==> config.mk <==
export PLATFORM = sky130hd
export DESIGN_NAME = qbs_ctrl
export DESIGN_NICKNAME = d
export VERILOG_FILES = /design/src/sv/qbs_pkg.sv /design/src/sv/qbs_ctrl.sv
export SDC_FILE = /design/constraint.sdc
export NUM_CORES = 1
export LEC_CHECK = 0
export BUFFER_PORTS_ARGS = -buffer_cell sky130_fd_sc_hd__clkbuf_2
export CAP_MARGIN = 20
export CORE_UTILIZATION = 55
export DETAILED_ROUTE_END_ITERATION = 12
export PLACE_DENSITY = 0.89
export REMOVE_ABC_BUFFERS = 1
export SYNTH_ARGS = -nofsm -noshare
export SYNTH_HDL_FRONTEND = slang
export SYNTH_SLANG_ARGS = --single-unit
export TNS_END_PERCENT = 5
==> constraint.sdc <==
create_clock -name clk_i -period 2.6 [get_ports clk_i]
set_input_delay 0 -clock clk_i [delete_from_list [all_inputs] [get_ports clk_i]]
set_output_delay 0 -clock clk_i [all_outputs]
set_load 0.02 [all_outputs]
==> src/sv/qbs_pkg.sv <==
`default_nettype none
// ----------------------------------------------------------------------------
// qbs_pkg: shared types and constants of the quadratic Bezier sampler
// Coordinate format, sample count limits, controller states and the
// command and status words between the controller and the datapath.
// ----------------------------------------------------------------------------
package qbs_pkg;

  // Coordinate word, Q15.8 two's complement
  localparam int CoordWidth  = 24;
  // Sample count field and its upper limit
  localparam int CountWidth  = 7;
  localparam int MaxSamples  = 64;
  // Curve parameter t in Q0.16
  localparam int TFracWidth  = 16;
  // One quotient bit per step over the dividend 2^TFracWidth
  localparam int DivSteps    = TFracWidth + 1;
  localparam int DivCntWidth = $clog2(DivSteps);
  // Control points per item: three points of three coordinates
  localparam int NumPoints   = 9;
  localparam int NumAxes     = 3;

  typedef logic signed [CoordWidth-1:0] coord_t;
  typedef logic [CountWidth-1:0]        count_t;

  typedef enum logic [1:0] {
    StIdle,
    StDiv,
    StRun,
    StDrain
  } qbs_state_e;

  // Controller to datapath
  typedef struct packed {
    logic   load;      // capture control points and count, clear divider
    logic   div_step;  // one restoring division step
    logic   div_msb;   // dividend bit for this step
    logic   issue;     // start one sample at the current t, then advance t
    logic   last;      // the issued sample ends the run
    count_t count;     // clamped sample count, valid with load
  } qbs_cmd_t;

  // Datapath to controller
  typedef struct packed {
    logic done;        // final sample of the run is on the outputs
  } qbs_sts_t;

endpackage
`default_nettype wire

==> src/sv/qbs_ctrl.sv <==
`default_nettype none
// ----------------------------------------------------------------------------
// qbs_ctrl: sequencer of the quadratic Bezier sampler
// Accepts a command word, runs the step division, issues one sample per
// cycle and waits for the last sample to leave the datapath.
// ----------------------------------------------------------------------------
module qbs_ctrl
  import qbs_pkg::*;
(
  input  wire logic     clk_i,
  input  wire logic     rst_ni,
  input  wire logic     start_i,
  input  wire count_t   sample_count_i,
  input  wire qbs_sts_t sts_i,
  output qbs_cmd_t      cmd_o,
  output logic          busy_o
);

  qbs_state_e             state_q, state_d;
  logic [DivCntWidth-1:0] div_cnt_q, div_cnt_d;
  count_t                 idx_q, idx_d;
  count_t                 count_q, count_d;
  count_t                 count_clamped;
  logic                   is_last;

  // Clamp the requested count to the supported maximum
  assign count_clamped = (sample_count_i > CountWidth'(MaxSamples)) ?
                         CountWidth'(MaxSamples) : sample_count_i;

  assign is_last = (idx_q == count_q - CountWidth'(1));

  // State and counters
  always_ff @(posedge clk_i or negedge rst_ni) begin
    if (!rst_ni) begin
      state_q   <= StIdle;
      div_cnt_q <= '0;
      idx_q     <= '0;
      count_q   <= '0;
    end else begin
      state_q   <= state_d;
      div_cnt_q <= div_cnt_d;
      idx_q     <= idx_d;
      count_q   <= count_d;
    end
  end

  // Next state and commands
  always_comb begin
    state_d       = state_q;
    div_cnt_d     = div_cnt_q;
    idx_d         = idx_q;
    count_d       = count_q;
    cmd_o         = '0;
    cmd_o.count   = count_clamped;
    unique case (state_q)
      StIdle: begin
        if (start_i) begin
          cmd_o.load = 1'b1;
          count_d    = count_clamped;
          div_cnt_d  = '0;
          if (count_clamped != '0) begin
            state_d = StDiv;
          end
        end
      end
      StDiv: begin
        cmd_o.div_step = 1'b1;
        cmd_o.div_msb  = (div_cnt_q == '0);
        div_cnt_d      = div_cnt_q + DivCntWidth'(1);
        if (div_cnt_q == DivCntWidth'(DivSteps - 1)) begin
          idx_d   = '0;
          state_d = StRun;
        end
      end
      StRun: begin
        cmd_o.issue = 1'b1;
        cmd_o.last  = is_last;
        idx_d       = idx_q + CountWidth'(1);
        if (is_last) begin
          state_d = StDrain;
        end
      end
      StDrain: begin
        if (sts_i.done) begin
          state_d = StIdle;
        end
      end
      default: begin
        state_d = StIdle;
      end
    endcase
  end

  assign busy_o = (state_q != StIdle);

endmodule
`default_nettype wire

# Yosys cells after proc, flatten, opt, wreduce, memory -nomap -nowiden
# Cells that the tools add are included.
# totals
reg_bits	21
inputBits	11
output_inout_bits	13
word_cells	43
# op_classes
addsub	3
order_cmp	1
n_eq_ne	10
n_mux	15
n_reduce_logical	10
# ops
cell	n
$mux 2	7
$mux 7	2
$pmux 7 s2	1
$ne 2x2->1 const B	5
$pmux 5 s2	1
$pmux 2 s4	1
$add 7x1->7 const B	1
$eq 7x7->1	1
$gt 7x7->1 const B	1
$reduce_bool 7->1	1
$sub 7x1->7 const B	1
$reduce_and 2->1	3
$reduce_bool 2->1	3
$add 5x1->5 const B	1
$eq 5x5->1 const B	1
$logic_not 5->1	1
$mux 5	1
$reduce_and 5->1	1
$eq 2x2->1 const B	2
$eq 2x1->1 const B	1
$logic_not 2->1	1
$mux 1	2

# Depth between registers and ports, before layout
# depth
word_depth	6
ltp_mapped	8
depth_no_buf	8

# Worst setup path after synthesis
# OpenSTA, ideal clock, no wires.
# synth_timing
path_type	register to register
startpoint	register count_q[0]
endpoint	register state_q[1]
setup_ns	0.128
t_arrival_ns	1.997
setup_slack_ns	0.475
stages_incl_launch_ff	8
cell_sequence	dfrtp_1 > inv_1 > ha_1 > or4b_1 > a311oi_1 > o31ai_1 > a21oi_2 > mux2_1
# synth_via
elab_chain_cells	4
# synth_rtl
element	line	text
start, declared	qbs_ctrl.sv:22	count_t count_q, count_d;
start signal, assigned	qbs_ctrl.sv:43	count_q <= count_d;
$sub 7x1->7	qbs_ctrl.sv:30	assign is_last = (idx_q == count_q - CountWidth'(1));
$eq 7x7->1	qbs_ctrl.sv:30	
$ne 2x2->1 (no source line)	--	
$reduce_and 5->1 (no source line)	--	
end signal, assigned	qbs_ctrl.sv:35	state_q <= StIdle;
end signal, assigned	qbs_ctrl.sv:40	state_q <= state_d;
end, declared	qbs_ctrl.sv:19	qbs_state_e state_q, state_d;
# Every way passes these cells.
# A chain may end at the register's enable or synchronous reset.

==> results_dict.tcl <==
set metrics [dict create \
    run_status "finished clean" \
    drv_cap 0 \
    final_min_period_over_clock_period 0.943 \
    crit_path_max_incr_delay_ns 0.47 \
    synth_warnings 0 \
    worstSetupStartpoint "count_q[0]" \
    clkLatencyLatePin_ns 0.30 \
    slew_violations 0 \
    worst_path_maximum_fanout 8 \
    floorplan.io_pins 24 \
    cellLeakagePower_nw 0.706 \
    wire_length_of_the_first_global_routing_pass_mm 5.23 \
    routedWlPerCell_um 16.1 \
    floorplan.core_area_mm2 0.00225 \
    yosysUniqueCellTypes 39 \
    period_minus_slack_ns 2.45 \
    die_width_um 51.6 \
    crit_path_cell_trace "inv_1, ha_1, or4b_1, a311oi_1, o31ai_1, nor2_1, clkbuf_2" \
    power_switching_mw 0.709 \
    multi_input_comb_area_um2 774 \
    slew-limit-headroom 0.632 \
    synth.cell_area_mm2 0.00135 \
    setup_total_negative_slack_ns 0 \
    yosys.area.top_type "sky130_fd_sc_hd__dfrtp_1" \
    die_span_in_y_um 51.6 \
    nNetsFinal 187 \
    max-clock-path-buffers 2 \
    rr_startpoint "count_q[0]" \
    place_congestion 0.816 \
    combinationalPowerShare 0.543 \
    hold_path_startpoint "sample_count_i[6]" \
    cp_data_arrival_time_ns 2.45 \
    dp.final_hpwl_mm 2.34 \
    globalRoute.totalOverflow 0 \
    worst_ir_drop_on_vdd_uv 710 \
    synth-main-ff-cell "sky130_fd_sc_hd__dfrtp_1" \
    cts.sinks 21 \
    power_switching_share 0.447 \
    htree_levels 1 \
    power.sequential.fraction 0.356 \
    critPathSlowestCell "sky130_fd_sc_hd__dfrtp_1" \
    diodes 0 \
    drc_violation_count_after_routing 0 \
    post_synth_main_area_contributors "sky130_fd_sc_hd__dfrtp_1 39%, sky130_fd_sc_hd__ha_1 7.4%, sky130_fd_sc_hd__mux2_2 6.7%" \
    yosys_register_bits 21 \
    synth_commonest_cells "21 x sky130_fd_sc_hd__dfrtp_1, 15 x sky130_fd_sc_hd__o21ai_0, 11 x sky130_fd_sc_hd__inv_1" \
    timing.fmax_mhz 408 \
    cell_internal_pwr_mw 0.877 \
    port_buffers 23 \
    timing_worst_slew_pin_value_ns 0.553 \
    share_clk_of_total_power 0.101 \
    path_buf_inv 2 \
    tritoncts "built" \
    area_delta_synth_final_pct 13.0 \
    layout.cell_area.non_filler_mm2 0.00153 \
    critPathCaptureType "output pin" \
    num_rows 17 \
    grt_setup_unrepaired "no" \
    yosysMostFrequentCell "sky130_fd_sc_hd__dfrtp_1" \
    grt_max_degree 22 \
    place_area_mm2 0.00149 \
    antenna_found_initial 0 \
    hold_viol_final 0 \
    start_util 0.600 \
    routed-via-count 1192 \
    synth.yosys.seq_area_share 0.389 \
    synth_largest_type_area_fraction 0.389 \
    postCtsSetupRepairBufs 0 \
    cts.clk_slew.worst_paths_ns 0.12 \
    grt_util_all_layers 0.269 \
    routed_via_density 6.11 \
    number_of_buffers_created_by_cts 3 \
    timing.hold.worst.class "primary input to register" \
    vias_in_the_first_global_route 1144 \
    criticalPathCategory "register to output pin" \
    drt.antenna.violating_nets 0 \
    setup_viol_count_final 0 \
    synth_edf_count 0 \
    timing.critical_path.required_ns 2.60 \
    syn-instance-count 142 \
    clock-root-buffer "sky130_fd_sc_hd__clkbuf_4" \
    syn_area_per_cell_um2 9.52 \
    powerDensity_mw_per_mm2 1040 \
    setup.worst_path.start_class "register" \
    reg_area_um2 526 \
    fillCellCount 186 \
    worst_clock_skew_ns 0.00918 \
    first_pass_iters 4 \
    cp_top_family "simple AND/OR/NAND/NOR gates" \
    wl_mm 3.13 \
    area_enclosed_by_the_die_boundary_mm2 0.00266 \
    async_reset_ff_frac 1.00 \
    drt-initial-drc-count 30 \
    drive_above_1_share 0.222 \
]
==> stage by stage <==
| step | utilization | instances | hold slack (ns) | setup slack [ns] | power [mW] |
|---|---|---|---|---|---|
| 3_3_place_gp | 0.661 | 190 | -0.00314 | 0.384 | 1.35 |
| 3_5_place_dp | 0.661 | 190 | 0.00620 | 0.221 | 1.42 |
| 6_report | 0.678 | 195 | 0.0652 | 0.149 | 1.59 |
| 2_1_floorplan | - | 139 | -0.296 | 0.475 | 1.19 |
| 5_1_grt | 0.678 | 195 | 0.0928 | 0.0280 | 1.71 |
| 4_1_cts | 0.678 | 195 | 0.0534 | 0.173 | 1.58 |
==> worst reg2reg max path, delay by kind of cell (launching register included) <==
family                   cells  cell delay (ns)
buffers and inverters        1             0.10
adder cells (fa/ha/maj)      1             0.29
AO/OA/AOI/OAI                3             0.69
AND/OR/NAND/NOR              1             0.45
flip-flops                   1             0.47
multiplexers                 1             0.34
==> what timing repair did <==
item	CTS	global route
setup endpoints to repair	0	0
resized for setup	0	0
hold buffers	1	0
endpoints found under the hold margin	21	0
==> power by group through the flow <==
stage | combinational, mW | clock (mW) | sequential (mW)
2_1_floorplan | 0.658 | 0 | 0.529
3_3_place_gp | 0.795 | 0 | 0.554
3_5_place_dp | 0.852 | 0 | 0.568
4_1_cts | 0.857 | 0.161 | 0.559
5_1_grt | 0.962 | 0.174 | 0.579
6_report | 0.861 | 0.160 | 0.565
==> layout by cell type (no fill, tap or decap), types with 3 or more instances in the layout <==
master and count:
sky130_fd_sc_hd__xnor2_1 4, sky130_fd_sc_hd__ha_1 8, sky130_fd_sc_hd__dfrtp_1 21, sky130_fd_sc_hd__nor2b_1 8, sky130_fd_sc_hd__nand2_1 7, sky130_fd_sc_hd__inv_1 11
sky130_fd_sc_hd__o31ai_1 5, sky130_fd_sc_hd__clkbuf_2 23, sky130_fd_sc_hd__nand2b_1 3, sky130_fd_sc_hd__clkbuf_4 3, sky130_fd_sc_hd__nor2_1 8, sky130_fd_sc_hd__xor2_1 4
sky130_fd_sc_hd__o21ai_0 15, sky130_fd_sc_hd__mux2_2 8, sky130_fd_sc_hd__nand3_1 7
==> layout make-up <==
| class | instances | share of cell area |
|---|---|---|
| multi-input cells | 107 | 0.507 |
| flip-flops and latches | 21 | 0.344 |
| repair buffers | 24 | 0.0819 |
| inverters | 11 | 0.0270 |
| well taps | 28 | 0.0229 |
| clock buffers | 4 | 0.0172 |
==> worst paths after layout <==
path / endpoint / slack (ns) / cells after the start
max: cmd_o[7] / 0.15 / 7
min: count_q[6] / 0.07 / 2
max reg2reg: state_q[1] / 0.16 / 7
min reg2reg: count_q[6] / 0.55 / 1
max in group asynchronous: state_q[1] / 2.03 / 2
min in group asynchronous: div_cnt_q[1] / 0.20 / 2
==> metal layers <==
metal | up-vias | routed length (um) | global-route usage
met1 | 579 | 1310 | 0.320
met5 | - | 0 | 0
met4 | 0 | 46 | 0.113
met3 | 6 | 132 | 0.0468
met2 | 42 | 1640 | 0.472
li1 | 565 | - | -
==> sequential cells by signal, summed over array words and instances (netlist names) <==
name       cells
count_q        7
div_cnt_q      5
idx_q          7
state_q        2
==> logic make-up (layout without fill, tap and decap cells) <==
kind of cell | count (synthesis) | after routing | synth area share
compound gates | 31 | 31 | 0.151
fa+ha+maj | 8 | 8 | 0.0740
simple gates | 51 | 51 | 0.221
xor+xnor | 8 | 8 | 0.0518
buf+inv | 14 | 39 | 0.0389
mux | 9 | 9 | 0.0749
flops | 21 | 21 | 0.389
Power figures use the tool's default switching activity.
